**src/sv/counting_semaphore_table_unit_defines.svh**
```systemverilog
// Assertion macros for the semaphore table unit.
`ifndef COUNTING_SEMAPHORE_TABLE_UNIT_DEFINES_SVH
`define COUNTING_SEMAPHORE_TABLE_UNIT_DEFINES_SVH

// Same-cycle implication, clocked on clk, off during reset.
`define CST_ASSERT_SAME(lbl, ante, cons, msg) \
	lbl: assert property (@(posedge clk) disable iff (!arst_n) (ante) |-> (cons)) \
		else $error(msg);

// Next-cycle implication, clocked on clk, off during reset.
`define CST_ASSERT_NEXT(lbl, ante, cons, msg) \
	lbl: assert property (@(posedge clk) disable iff (!arst_n) (ante) |=> (cons)) \
		else $error(msg);

`endif

```
**src/sv/cst_pkg.sv**
```systemverilog
// Shared types and constants of the semaphore table unit.
package cst_pkg;

	localparam int CST_OP_W      = 2;
	localparam int CST_ID_W      = 16;
	localparam int CST_CNT_W     = 16;
	localparam int CST_STATUS_W  = 2;

	localparam int CST_TABLE_ENTRIES = 16;
	localparam int CST_ID_BITS       = 16;
	localparam int CST_COUNT_BITS    = 16;

	// candidate bits examined per scan cycle
	localparam int CST_SCAN_LANES = 8;

	typedef enum logic [CST_OP_W-1:0] {
		OP_CREATE  = 2'd0,
		OP_DESTROY = 2'd1,
		OP_WAIT    = 2'd2,
		OP_SIGNAL  = 2'd3
	} cst_op_t;

	typedef enum logic [CST_STATUS_W-1:0] {
		STAT_OK        = 2'd0,
		STAT_NOT_FOUND = 2'd1,
		STAT_FULL      = 2'd2
	} cst_status_t;

	typedef enum logic [1:0] {
		S_IDLE,
		S_SCAN,
		S_READ,
		S_COMMIT
	} cst_state_t;

	typedef struct packed {
		logic load;
		logic scan;
		logic commit;
	} cst_cmd_t;

	typedef struct packed {
		logic hit;
		logic last;
		logic out_free;
	} cst_stat_t;

endpackage

```
**src/sv/cst_intf.sv**
```systemverilog
// Request and response channel interfaces of the semaphore table unit.
interface cst_req_if import cst_pkg::*; ();
	logic                        valid;
	logic                        ready;
	logic [CST_OP_W-1:0]         op;
	logic [CST_ID_W-1:0]         sem_id;
	logic signed [CST_CNT_W-1:0] init_value;

	modport source (output valid, output op, output sem_id, output init_value, input ready);
	modport sink   (input valid, input op, input sem_id, input init_value, output ready);
endinterface

interface cst_rsp_if import cst_pkg::*; ();
	logic                        valid;
	logic                        ready;
	logic [CST_STATUS_W-1:0]     status;
	logic [CST_ID_W-1:0]         new_id;
	logic                        must_block;
	logic                        wake_one;
	logic signed [CST_CNT_W-1:0] count_after;

	modport source (output valid, output status, output new_id, output must_block,
		output wake_one, output count_after, input ready);
	modport sink   (input valid, input status, input new_id, input must_block,
		input wake_one, input count_after, output ready);
endinterface

```
**src/sv/counting_semaphore_table_unit.sv**
```systemverilog
// Top level of the counting semaphore table unit.
// A table of TABLE_ENTRIES counting semaphores that serves one request at a
// time: create (op 0) takes the lowest free slot, clamps init_value to the
// COUNT_BITS signed range and tags the slot with the next id of a wrapping
// ID_BITS counter; destroy (op 1) frees the lowest slot whose tag matches
// sem_id; wait (op 2) decrements with saturation and raises must_block when
// the count ends below zero; signal (op 3) increments with saturation and
// raises wake_one when the count ends at or below zero. status reports ok,
// id not found, or table full on create. A request steps through an accept
// state that also compares every tag against sem_id, the eight-wide
// priority scan over the match vector, group by group up to the first group
// with a matching slot, the count memory read, and a commit state. A failed
// search skips the memory read. The result sits in an output register, so a
// new request is taken while the previous result still waits on rsp.ready;
// commit stalls only while that register is occupied and rsp.ready is low.
// Valid bits live in flip-flops cleared by reset, so no clearing pass runs.
`include "counting_semaphore_table_unit_defines.svh"

module counting_semaphore_table_unit import cst_pkg::*; #(
	parameter int TABLE_ENTRIES = CST_TABLE_ENTRIES,
	parameter int ID_BITS       = CST_ID_BITS,
	parameter int COUNT_BITS    = CST_COUNT_BITS
) (
	input  logic      clk,
	input  logic      arst_n,
	cst_req_if.sink   req,
	cst_rsp_if.source rsp
);

	cst_cmd_t  cmd;
	cst_stat_t st;

	// sequencer
	cst_ctrl u_ctrl (
		.clk       (clk),
		.arst_n    (arst_n),
		.req_valid (req.valid),
		.req_ready (req.ready),
		.st        (st),
		.cmd       (cmd)
	);

	// tag compare, slot scan, count update, result register
	cst_dp #(
		.TABLE_ENTRIES (TABLE_ENTRIES),
		.ID_BITS       (ID_BITS),
		.COUNT_BITS    (COUNT_BITS)
	) u_dp (
		.clk            (clk),
		.arst_n         (arst_n),
		.cmd            (cmd),
		.st             (st),
		.req_op         (req.op),
		.req_sem_id     (req.sem_id),
		.req_init_value (req.init_value),
		.rsp            (rsp)
	);

	// one request in flight: no second request right after acceptance
	`CST_ASSERT_NEXT(a_busy_after_accept, req.valid && req.ready, !req.ready, "accepted twice in a row")
	// a commit always lands in the result register
	`CST_ASSERT_NEXT(a_commit_shows, cmd.commit, rsp.valid, "commit left no result")
	// idle sequencer drives no scan or commit
	`CST_ASSERT_SAME(a_idle_quiet, req.ready, !cmd.scan && !cmd.commit, "datapath busy while idle")

endmodule

```
**src/sv/cst_ctrl.sv**
```systemverilog
// Request sequencer: accept, scan, count read, commit.
module cst_ctrl import cst_pkg::*; (
	input  logic      clk,
	input  logic      arst_n,
	input  logic      req_valid,
	output logic      req_ready,
	input  cst_stat_t st,
	output cst_cmd_t  cmd
);

	cst_state_t state_q, state_d;

	always_ff @(posedge clk or negedge arst_n) begin
		if (!arst_n) begin
			state_q <= S_IDLE;
		end else begin
			state_q <= state_d;
		end
	end

	always_comb begin
		state_d = state_q;
		unique case (state_q)
			S_IDLE: begin
				if (req_valid) state_d = S_SCAN;
			end
			S_SCAN: begin
				if (st.hit) state_d = S_READ;
				else if (st.last) state_d = S_COMMIT;
			end
			S_READ: begin
				state_d = S_COMMIT;
			end
			S_COMMIT: begin
				if (st.out_free) state_d = S_IDLE;
			end
		endcase
	end

	always_comb begin
		req_ready  = 1'b0;
		cmd        = '0;
		unique case (state_q)
			S_IDLE: begin
				req_ready = 1'b1;
				cmd.load  = req_valid;
			end
			S_SCAN: begin
				cmd.scan = 1'b1;
			end
			S_READ: begin
			end
			S_COMMIT: begin
				cmd.commit = st.out_free;
			end
		endcase
	end

endmodule

```
**src/sv/cst_dp.sv**
```systemverilog
// Semaphore table datapath: tags, valid bits, count memory, result register.
module cst_dp import cst_pkg::*; #(
	parameter int TABLE_ENTRIES = CST_TABLE_ENTRIES,
	parameter int ID_BITS       = CST_ID_BITS,
	parameter int COUNT_BITS    = CST_COUNT_BITS
) (
	input  logic                        clk,
	input  logic                        arst_n,
	input  cst_cmd_t                    cmd,
	output cst_stat_t                   st,
	input  logic [CST_OP_W-1:0]         req_op,
	input  logic [CST_ID_W-1:0]         req_sem_id,
	input  logic signed [CST_CNT_W-1:0] req_init_value,
	cst_rsp_if.source                   rsp
);

	localparam int SLOT_BITS = $clog2(TABLE_ENTRIES);
	localparam int NGROUPS   = (TABLE_ENTRIES + CST_SCAN_LANES - 1) / CST_SCAN_LANES;
	localparam int GI_BITS   = (NGROUPS > 1) ? $clog2(NGROUPS) : 1;
	localparam int LANE_BITS = $clog2(CST_SCAN_LANES);
	localparam int PAD       = NGROUPS * CST_SCAN_LANES;
	localparam int EXT_W     = 33;
	localparam logic [GI_BITS-1:0] GI_LAST = GI_BITS'(NGROUPS - 1);

	localparam logic signed [COUNT_BITS-1:0] MAXC = {1'b0, {(COUNT_BITS-1){1'b1}}};
	localparam logic signed [COUNT_BITS-1:0] MINC = {1'b1, {(COUNT_BITS-1){1'b0}}};
	localparam logic signed [COUNT_BITS-1:0] ONEC = {{(COUNT_BITS-1){1'b0}}, 1'b1};
	localparam logic signed [EXT_W-1:0] MAX_EXT = {{(EXT_W-COUNT_BITS){1'b0}}, MAXC};
	localparam logic signed [EXT_W-1:0] MIN_EXT = {{(EXT_W-COUNT_BITS){1'b1}}, MINC};

	// table state
	logic [TABLE_ENTRIES-1:0]       valid_q;
	logic [ID_BITS-1:0]             tag_q [TABLE_ENTRIES];
	logic signed [COUNT_BITS-1:0]   cnt_mem [TABLE_ENTRIES];
	logic signed [COUNT_BITS-1:0]   rd_q;
	logic [ID_BITS-1:0]             next_id_q;

	// request registers
	cst_op_t                        op_q;
	logic signed [CST_CNT_W-1:0]    init_q;
	logic [PAD-1:0]                 cand_q;
	logic [GI_BITS-1:0]             gi_q;
	logic [SLOT_BITS-1:0]           slot_q;
	logic                           found_q;

	// result register
	logic                           out_valid_q;
	cst_status_t                    status_q;
	logic [CST_ID_W-1:0]            new_id_q;
	logic                           blk_q;
	logic                           wake_q;
	logic signed [CST_CNT_W-1:0]    cnt_out_q;

	function automatic logic [CST_CNT_W-1:0] cnt_to_port(logic signed [COUNT_BITS-1:0] c);
		logic [EXT_W-1:0] ext;
		ext = {{(EXT_W-COUNT_BITS){c[COUNT_BITS-1]}}, c};
		return ext[CST_CNT_W-1:0];
	endfunction

	// ---- candidate vector at accept ----
	logic [EXT_W-1:0]   id_ext;
	logic [ID_BITS-1:0] id_cmp;
	logic [PAD-1:0]     cand_d;

	assign id_ext = {{(EXT_W-CST_ID_W){1'b0}}, req_sem_id};
	assign id_cmp = id_ext[ID_BITS-1:0];

	always_comb begin
		cand_d = '0;
		for (int i = 0; i < TABLE_ENTRIES; i++) begin
			if (cst_op_t'(req_op) == OP_CREATE) cand_d[i] = !valid_q[i];
			else cand_d[i] = valid_q[i] && (tag_q[i] == id_cmp);
		end
	end

	// ---- group scan, lowest index first ----
	logic [CST_SCAN_LANES-1:0] grp;
	logic [LANE_BITS-1:0]      off;
	logic [GI_BITS+LANE_BITS-1:0] slot_wide;

	assign grp       = cand_q[{gi_q, {LANE_BITS{1'b0}}} +: CST_SCAN_LANES];
	assign slot_wide = {gi_q, off};

	always_comb begin
		off = '0;
		for (int i = CST_SCAN_LANES - 1; i >= 0; i--) begin
			if (grp[i]) off = LANE_BITS'(i);
		end
	end

	assign st.hit      = cmd.scan && (|grp);
	assign st.last     = (gi_q == GI_LAST);
	assign st.out_free = !out_valid_q || rsp.ready;

	always_ff @(posedge clk) begin
		if (cmd.load) begin
			op_q    <= cst_op_t'(req_op);
			init_q  <= req_init_value;
			cand_q  <= cand_d;
			gi_q    <= '0;
			found_q <= 1'b0;
		end else if (cmd.scan) begin
			if (|grp) begin
				slot_q  <= slot_wide[SLOT_BITS-1:0];
				found_q <= 1'b1;
			end else if (!st.last) begin
				gi_q <= gi_q + GI_BITS'(1);
			end
		end
	end

	// ---- commit arithmetic ----
	logic signed [EXT_W-1:0]      init_ext;
	logic signed [COUNT_BITS-1:0] init_clamp;
	logic signed [COUNT_BITS-1:0] dec_c, inc_c, res_c;
	logic                         wr_en, set_v, clr_v, blk_d, wake_d;
	cst_status_t                  status_d;
	logic [CST_ID_W-1:0]          new_id_d;
	logic [EXT_W-1:0]             tag_ext;

	assign init_ext = {{(EXT_W-CST_CNT_W){init_q[CST_CNT_W-1]}}, init_q};
	assign tag_ext  = {{(EXT_W-ID_BITS){1'b0}}, next_id_q};

	always_comb begin
		if (init_ext > MAX_EXT) init_clamp = MAXC;
		else if (init_ext < MIN_EXT) init_clamp = MINC;
		else init_clamp = init_ext[COUNT_BITS-1:0];
		dec_c = (rd_q == MINC) ? MINC : rd_q - ONEC;
		inc_c = (rd_q == MAXC) ? MAXC : rd_q + ONEC;
	end

	always_comb begin
		status_d = STAT_OK;
		new_id_d = '0;
		res_c    = '0;
		blk_d    = 1'b0;
		wake_d   = 1'b0;
		wr_en    = 1'b0;
		set_v    = 1'b0;
		clr_v    = 1'b0;
		unique case (op_q)
			OP_CREATE: begin
				if (found_q) begin
					new_id_d = tag_ext[CST_ID_W-1:0];
					res_c    = init_clamp;
					wr_en    = 1'b1;
					set_v    = 1'b1;
				end else begin
					status_d = STAT_FULL;
				end
			end
			OP_DESTROY: begin
				if (found_q) begin
					res_c = rd_q;
					clr_v = 1'b1;
				end else begin
					status_d = STAT_NOT_FOUND;
				end
			end
			OP_WAIT: begin
				if (found_q) begin
					res_c = dec_c;
					blk_d = dec_c[COUNT_BITS-1];
					wr_en = 1'b1;
				end else begin
					status_d = STAT_NOT_FOUND;
				end
			end
			OP_SIGNAL: begin
				if (found_q) begin
					res_c  = inc_c;
					wake_d = inc_c[COUNT_BITS-1] || (inc_c == '0);
					wr_en  = 1'b1;
				end else begin
					status_d = STAT_NOT_FOUND;
				end
			end
		endcase
	end

	// count memory: one write port, one registered read port
	always_ff @(posedge clk) begin
		rd_q <= cnt_mem[slot_q];
		if (cmd.commit && wr_en) cnt_mem[slot_q] <= res_c;
	end

	always_ff @(posedge clk) begin
		if (cmd.commit && set_v) tag_q[slot_q] <= next_id_q;
	end

	always_ff @(posedge clk or negedge arst_n) begin
		if (!arst_n) begin
			valid_q     <= '0;
			next_id_q   <= '0;
			out_valid_q <= 1'b0;
		end else begin
			if (cmd.commit) begin
				if (set_v) begin
					valid_q[slot_q] <= 1'b1;
					next_id_q       <= next_id_q + ID_BITS'(1);
				end
				if (clr_v) valid_q[slot_q] <= 1'b0;
				out_valid_q <= 1'b1;
			end else if (rsp.ready) begin
				out_valid_q <= 1'b0;
			end
		end
	end

	always_ff @(posedge clk) begin
		if (cmd.commit) begin
			status_q  <= status_d;
			new_id_q  <= new_id_d;
			blk_q     <= blk_d;
			wake_q    <= wake_d;
			cnt_out_q <= cnt_to_port(res_c);
		end
	end

	assign rsp.valid       = out_valid_q;
	assign rsp.status      = status_q;
	assign rsp.new_id      = new_id_q;
	assign rsp.must_block  = blk_q;
	assign rsp.wake_one    = wake_q;
	assign rsp.count_after = cnt_out_q;

endmodule

```
**src/flat_wrapper.sv**
```systemverilog
// flat-port wrapper written by rule: the top's interface ports become plain ports
module counting_semaphore_table_unit_flat import cst_pkg::*;
#(
	parameter int TABLE_ENTRIES = CST_TABLE_ENTRIES,
	parameter int ID_BITS       = CST_ID_BITS,
	parameter int COUNT_BITS    = CST_COUNT_BITS
)
  (clk, arst_n, req_valid, req_op, req_sem_id, req_init_value, req_ready, rsp_valid, rsp_status, rsp_new_id, rsp_must_block, rsp_wake_one, rsp_count_after, rsp_ready);
  cst_req_if req_i ();
  cst_rsp_if rsp_i ();
  input  logic clk;
  input  logic arst_n;
  input wire logic [$bits(req_i.valid)-1:0] req_valid;
  input wire logic [$bits(req_i.op)-1:0] req_op;
  input wire logic [$bits(req_i.sem_id)-1:0] req_sem_id;
  input wire logic [$bits(req_i.init_value)-1:0] req_init_value;
  output wire logic [$bits(req_i.ready)-1:0] req_ready;
  output wire logic [$bits(rsp_i.valid)-1:0] rsp_valid;
  output wire logic [$bits(rsp_i.status)-1:0] rsp_status;
  output wire logic [$bits(rsp_i.new_id)-1:0] rsp_new_id;
  output wire logic [$bits(rsp_i.must_block)-1:0] rsp_must_block;
  output wire logic [$bits(rsp_i.wake_one)-1:0] rsp_wake_one;
  output wire logic [$bits(rsp_i.count_after)-1:0] rsp_count_after;
  input wire logic [$bits(rsp_i.ready)-1:0] rsp_ready;
  assign req_i.valid = req_valid;
  assign req_i.op = req_op;
  assign req_i.sem_id = req_sem_id;
  assign req_i.init_value = req_init_value;
  assign req_ready = req_i.ready;
  assign rsp_valid = rsp_i.valid;
  assign rsp_status = rsp_i.status;
  assign rsp_new_id = rsp_i.new_id;
  assign rsp_must_block = rsp_i.must_block;
  assign rsp_wake_one = rsp_i.wake_one;
  assign rsp_count_after = rsp_i.count_after;
  assign rsp_i.ready = rsp_ready;
  counting_semaphore_table_unit #(.TABLE_ENTRIES(TABLE_ENTRIES), .ID_BITS(ID_BITS), .COUNT_BITS(COUNT_BITS)) u_core (.clk(clk), .arst_n(arst_n), .req(req_i), .rsp(rsp_i));
endmodule
```
**config.mk**
```make
export PLATFORM = sky130hd
export DESIGN_NAME = counting_semaphore_table_unit_flat
export DESIGN_NICKNAME = d
export VERILOG_FILES = /design/src/sv/cst_pkg.sv /design/src/sv/cst_intf.sv /design/src/sv/counting_semaphore_table_unit.sv /design/src/sv/cst_ctrl.sv /design/src/sv/cst_dp.sv /design/src/flat_wrapper.sv
export VERILOG_INCLUDE_DIRS = /design/src /design/src/sv
export SDC_FILE = /design/constraint.sdc
export NUM_CORES = 1
export LEC_CHECK = 0
export ABC_AREA = 1
export BUFFER_PORTS_ARGS = -buffer_cell sky130_fd_sc_hd__buf_2
export CAP_MARGIN = 20
export CORE_MARGIN = 3
export CORE_UTILIZATION = 45
export CTS_BUF_LIST = sky130_fd_sc_hd__clkbuf_2
export CTS_CLUSTER_SIZE = 28
export DETAILED_ROUTE_END_ITERATION = 7
export PLACE_DENSITY = 0.7
export RECOVER_POWER = 50
export REMOVE_ABC_BUFFERS = 1
export SETUP_SLACK_MARGIN = 0.5
export SLEW_MARGIN = 20
export SYNTH_ARGS = -nofsm -noshare
export SYNTH_HDL_FRONTEND = slang
export SYNTH_HIERARCHICAL = 1
export SYNTH_SLANG_ARGS = --single-unit
```
**constraint.sdc**
```tcl
create_clock -name clk -period 4.3 [get_ports clk]
set_clock_uncertainty 0.05 [all_clocks]
set_input_delay 1.29 -clock clk [delete_from_list [all_inputs] [get_ports clk]]
set_output_delay 1.29 -clock clk [all_outputs]
set_load 0.02 [all_outputs]
```
Word-level counts from Yosys, hierarchy flattened

Memory sizes are Yosys's and may differ from the RTL's. A register that Yosys moved wholly into a read port is not among the register bits.
Cells that the tools add are included.

Bits in writable memories: 512
Input bits: 38
Bits in read-only memories: 0
Output and inout port bits: 38
Bits in latches: 0
Flip-flop bits (word level): 111
Memories kept: 2

Memory list:

| memory              | depth | bits a word | read ports | clocked after Yosys merged registers in | wr ports | RTL line     | text |
|---|---|---|---|---|---|---|---|
| u_core.u_dp.cnt_mem | 16    | 16          | 1          | 1                                       | 1        | cst_dp.sv:34 | `logic signed [COUNT_BITS-1:0] cnt_mem [TABLE_ENTRIES];` |
| u_core.u_dp.tag_q   | 16    | 16          | 16         | 0                                       | 1        | cst_dp.sv:33 | `logic [ID_BITS-1:0] tag_q [TABLE_ENTRIES];` |

Bitwise gates (word level): 5
$mul: 0
Magnitude comparators: 4
Reductions and logical operators: 57
Multiplexer cells: 60
Equal/unequal tests: 27
Shifts and indexed selects: 1
Add/subtract/negate cells: 4
Div/mod/pow operators: 0

Operator list:

| kind                    | number |
|---|---|
| $eq A16 B16 Y1          | 16 |
| $mux W16                | 11 |
| $pmux W16 S4            | 1 |
| $mux W1                 | 34 |
| $eq A16 B16 Y1 const B  | 2 |
| $logic_and A1 B1 Y1     | 20 |
| $logic_not A1 Y1        | 17 |
| $add A16 B1 Y16 const B | 1 |
| $add A16 B2 Y16 const B | 1 |
| $and A16 B16 Y16        | 1 |
| $gt A16 B16 Y1 const B  | 1 |
| $logic_not A16 Y1       | 1 |
| $lt A16 B16 Y1 const B  | 1 |
| $not A16 Y16            | 1 |
| $or A16 B16 Y16         | 1 |
| $shiftx A16 B5 Y8       | 1 |
| $sub A16 B2 Y16 const B | 1 |
| $mux W2                 | 7 |
| $mux W3                 | 4 |
| $reduce_and A2 Y1       | 6 |
| $eq A2 B2 Y1 const B    | 4 |
| $pmux W2 S4             | 1 |
| $reduce_or A8 Y1        | 1 |
| $logic_not A2 Y1        | 3 |
| 15 further kinds        | 21 |

Depth between registers and ports, before layout

Word-level depth: 9
Gate-level depth with buffers: 13

Hierarchy

Netlist, hierarchy kept.

Modules (own cells, without submodules):

| module   | seq. area each (um2) | area each (um2) | cells each | times used |
|---|---|---|---|---|
| cst_dp   | 18,783.0             | 26,520.4        | 2,067      | 1 |
| cst_ctrl | 50.0                 | 202.7           | 30         | 1 |

Worst setup path before layout

No wires, ideal clock.

Path type: input-to-reg
From: input port rsp_ready
To: memory u_core/u_dp/cnt_mem[13][0] (netlist bit), enable pin
Data arrival time: 3,587 ps
Setup time: 388 ps
Setup slack: 274 ps
Path buffers: 1
Stages: 7
Cells stage by stage: inv_1 nand2_1 nand2_1 inv_1 nand3_1 clkbuf_1 nor2_1

RTL lines:

| what        | RTL line           | text |
|---|---|---|
| from (decl) | flat_wrapper.sv:24 | `input wire logic [$bits(rsp_i.ready)-1:0] rsp_ready;` |
| to (decl)   | cst_dp.sv:34       |  |

Worst setup path in the final report

From: register u_core.u_dp.op_q[1]
To: memory u_core/u_dp/tag_q[13][8] (netlist bit), enable pin

Word-level cells in the longest chain between the ends: 5

Ends and longest elaborated chain:

| what                          | RTL line      | text |
|---|---|---|
| from (decl)                   | cst_dp.sv:39  | `cst_op_t op_q;` |
| from (signal assigned)        | cst_dp.sv:97  | `op_q <= cst_op_t'(req_op);` |
| $logic_not A2 Y1              | cst_dp.sv:141 | `unique case (op_q)` |
| $mux W1                       | cst_dp.sv:141 |  |
| $logic_and A1 B1 Y1           | cst_dp.sv:188 | `if (cmd.commit && set_v) tag_q[slot_q] <= next_id_q;` |
| $mux W1                       | cst_dp.sv:188 |  |
| $mux W1 (implied by the code) | cst_dp.sv:188 |  |
| to (decl)                     | cst_dp.sv:33  |  |

Every way passes these cells.

==> impl_results.md <==
- Vias in the first global route: roughly 17000
- Core Box Area: around 58000 sq um
- DRT Pass-1 Iters: 6
- Worst Path Max Fanout: 20
- Post-synthesis async set-or-reset flop share: 0.0548
- Maximum clock rate: approximately 0.28 GHz
- Remaining antenna violation count after routing: 0
- Post-DP HPWL: a little over 40 mm
- Most frequent cells in the layout: 586 x edfxtp_1, 364 x nand2_1, 235 x clkbuf_2
- PortBufs: between 70 and 80
- RSZ-0062 raised after global routing: false
- EDFF count, synth: approximately 590
- Leakage: between 0.01 and 0.015 uW
- Post-Synthesis Cell Area: about 27000 sq um
- Hold_buf cts: 5
- Pin count of the biggest net entering global routing: 65
- Hold path depth: 1
- Die area: roughly 62000 sq um
- Total gr overflow: 0
- Status: complete, but fails checks
- Initial Util: 0.459
- FF-to-FF setup slack: approximately 710 ps
- Clock transition at path regs: about 110 ps
- Total GRT Usage: 0.202
- Ys Warns: 6
- Gpl congestion: between 0.8 and 0.9
- Tightest Hold Check Type: primary input to register
- CP arrival: 4410 ps
- Site Rows: between 80 and 90
- Die Y: between 200 and 250 um
- Setup Buffers After CTS: 0
- Post-layout min period: ~3600 ps
- Total placed cells including tap cells: ~2900
- Clock Latency Late Sink: 1310 ps
- Crit Path Class: register to register
- Final hold viol count: 0
- Reg2Reg Depth: 6
- CTS tree: done
- I/O pin cnt: 76
- Synth unique cells: 43
- Post-Synthesis Cells: around 2100
- Starting DRC count in detailed routing: between 1500 and 2000
- Routed vias: about 17000
- Final WL: 62.9 mm
- VDD IR-drop max: 306 uV
- # DRC: 0
- Failing checks: capacitance limit, slew limit
- RR Endpoint: u_core/u_dp/tag_q[13][8]
- Critical path launch point type: register
- Final setup violation count: 0
- CP endpoint kind: register
- Initial antenna violation count: 5
- Post-CTS Resized: 0
- Syn-to-layout area delta: 10.1%
- Clock Path Buffers: 3
- Synth Register Bits: about 640
- Root Driver: clkbuf_2
- Fillers: just over 5000
- Die Wd: 250 um
- Leading cell type in the layout, fill and taps excluded: edfxtp_1
- Total CTS buffers: 154
- Clock sinks: about 640
- Via density per instance: around 5.3
- Max_slew headroom: -0.490
- Final Cycle Share: 0.835
- Reg2reg start: u_core/u_dp/op_q[1]
- Synth Flop Type: edfxtp_1
- Slowest stage delay, CP: about 900 ps
- Setup tns final: 0 ps
- Routed len/inst: about 20 um
- Number of nets in the layout: approximately 2300
- First-pass GRT wire length: 97.5 mm
- Setup ws final: 710 ps
- Pin slew with the least headroom to its limit: around 2200 ps
- Syn avg cell area: 12.7 sq um
- Max Cap Viol: 4
- Slowest library cell on the worst path: clkbuf_1
- Crit path cell chain: nor2_1 > nand2_4 > clkinvlp_2 > nand2_1 > nor2_1 > clkbuf_1
- H-Tree Depth: 4
- Setup WS pre-CTS: ~850 ps
- Cell Count, Final, Fillers Out: 3180
- Worst path required time: 5120 ps
- CP Launch Point: u_core/u_dp/op_q[1]
- PD cells: 528 nW/um^2
- Critical Path End: u_core/u_dp/tag_q[13][8]
- Worst path most repeated cell: nor2_1
- Max Slew Vio Count: between 100 and 150
- Part of the Yosys area used for sequential elements: 0.705
- Final Util: 0.505
- Layout cells sized above 1: 0.185
registers in the layout, summed over array words and instances (netlist names), 4 cells and up:
signal,count
u_core/u_dp/rd_q,16
u_core/u_dp/cand_q,16
u_core/u_dp/slot_q,4
u_core/u_dp/next_id_q,16
u_core/u_dp/rsp.count_after,16
u_core/u_dp/rsp.new_id,16
u_core/u_dp/cnt_mem,256
u_core/u_dp/init_q,16
u_core/u_dp/valid_q,16
u_core/u_dp/tag_q,256
cells in the mapped netlist, types with 29 or more instances:
library cell | n | share of area
edfxtp_1 | 586 | 0.66
nand2_1 | 359 | 0.050
nor2_1 | 184 | 0.026
a22oi_1 | 132 | 0.037
inv_1 | 119 | 0.017
xnor2_1 | 108 | 0.035
nand3_1 | 83 | 0.016
xor2_1 | 80 | 0.026
nand4_1 | 68 | 0.016
or2_2 | 53 | 0.012
o21ai_0 | 40 | 0.0075
dfrtp_1 | 35 | 0.033
buf_2 | 33 | 0.0062
nor3_1 | 33 | 0.0062
clkbuf_1 | 29 | 0.0041
where the power goes:
group | leakage (uW) | switching, uW | total, uW | internal, uW
logic | 0.00371 | 2380 | 3260 | 875
registers | 0.00555 | 445 | 8180 | 7740
clock network | 0.00111 | 2350 | 4090 | 1740
worst max-delay path: cells and delay by family (launching register included):
family	cells	cell delay, ps
AND/OR/NAND/NOR	4	1370
buffers and inverters	2	1320
flip-flops	1	460
kinds of logic (layout without fill, tap and decap cells):
logic type	Yosys count	in the layout	share of synthesized area
and+or+nand+nor	825	825	0.139
DFF	639	639	0.705
AOI/OAI and AO/OA	225	225	0.0568
buffers and inverters	208	517	0.0324
xor gates and xnor gates	188	188	0.0616
adders and majority gates	6	6	0.00281
muxes	6	6	0.00225
other	0	9	0
metrics by stage:
stage                     hold slack (ps)  area, sq um  total power, uW
after global placement                435        28100            11500
after detailed placement              443        28100            11600
after global routing                 81.6        29400            16400
after floorplan                       416        26300            10200
final                                 126        29400            15500
after CTS                            1.17        29500            15700
cell type report:
| class | count | area, sq um | share of cell area |
|---|---|---|---|
| Antenna cell | 9 | 22.5 | 0.000765 |
| Tap cell | 765 | 957 | 0.0325 |
| Sequential cell | 639 | 18800 | 0.640 |
| Clock inverter | 32 | 268 | 0.00910 |
| Timing Repair Buffer | 124 | 691 | 0.0235 |
| Clock buffer | 235 | 1180 | 0.0400 |
| Inverter | 126 | 477 | 0.0162 |
| Multi-Input combinational cell | 1250 | 7010 | 0.238 |
worst min-delay path by stage:
stage | from | endpoint
2_1_floorplan | u_core/u_ctrl/state_q[1] | u_core/u_ctrl/state_q[1]
3_3_place_gp | u_core/u_ctrl/state_q[1] | u_core/u_ctrl/state_q[1]
3_5_place_dp | u_core/u_ctrl/state_q[1] | u_core/u_ctrl/state_q[1]
4_1_cts | req_init_value[10] | u_core/u_dp/init_q[10]
5_1_grt | req_init_value[5] | u_core/u_dp/init_q[5]
6_report | req_init_value[12] | u_core/u_dp/init_q[12]
per-layer routing:
| metal | share of wire | wire (um) | global-route usage | vias up |
|---|---|---|---|---|
| met1 | 0.42 | 26200 | 0.257 | 8257 |
| met2 | 0.49 | 30900 | 0.335 | 642 |
| met5 | 0.00048 | 30 | 0 | - |
| met4 | 0.022 | 1390 | 0.0821 | 4 |
| met3 | 0.071 | 4450 | 0.0462 | 117 |
| li1 | - | - | - | 7933 |
(Power assumes the default switching activity.)
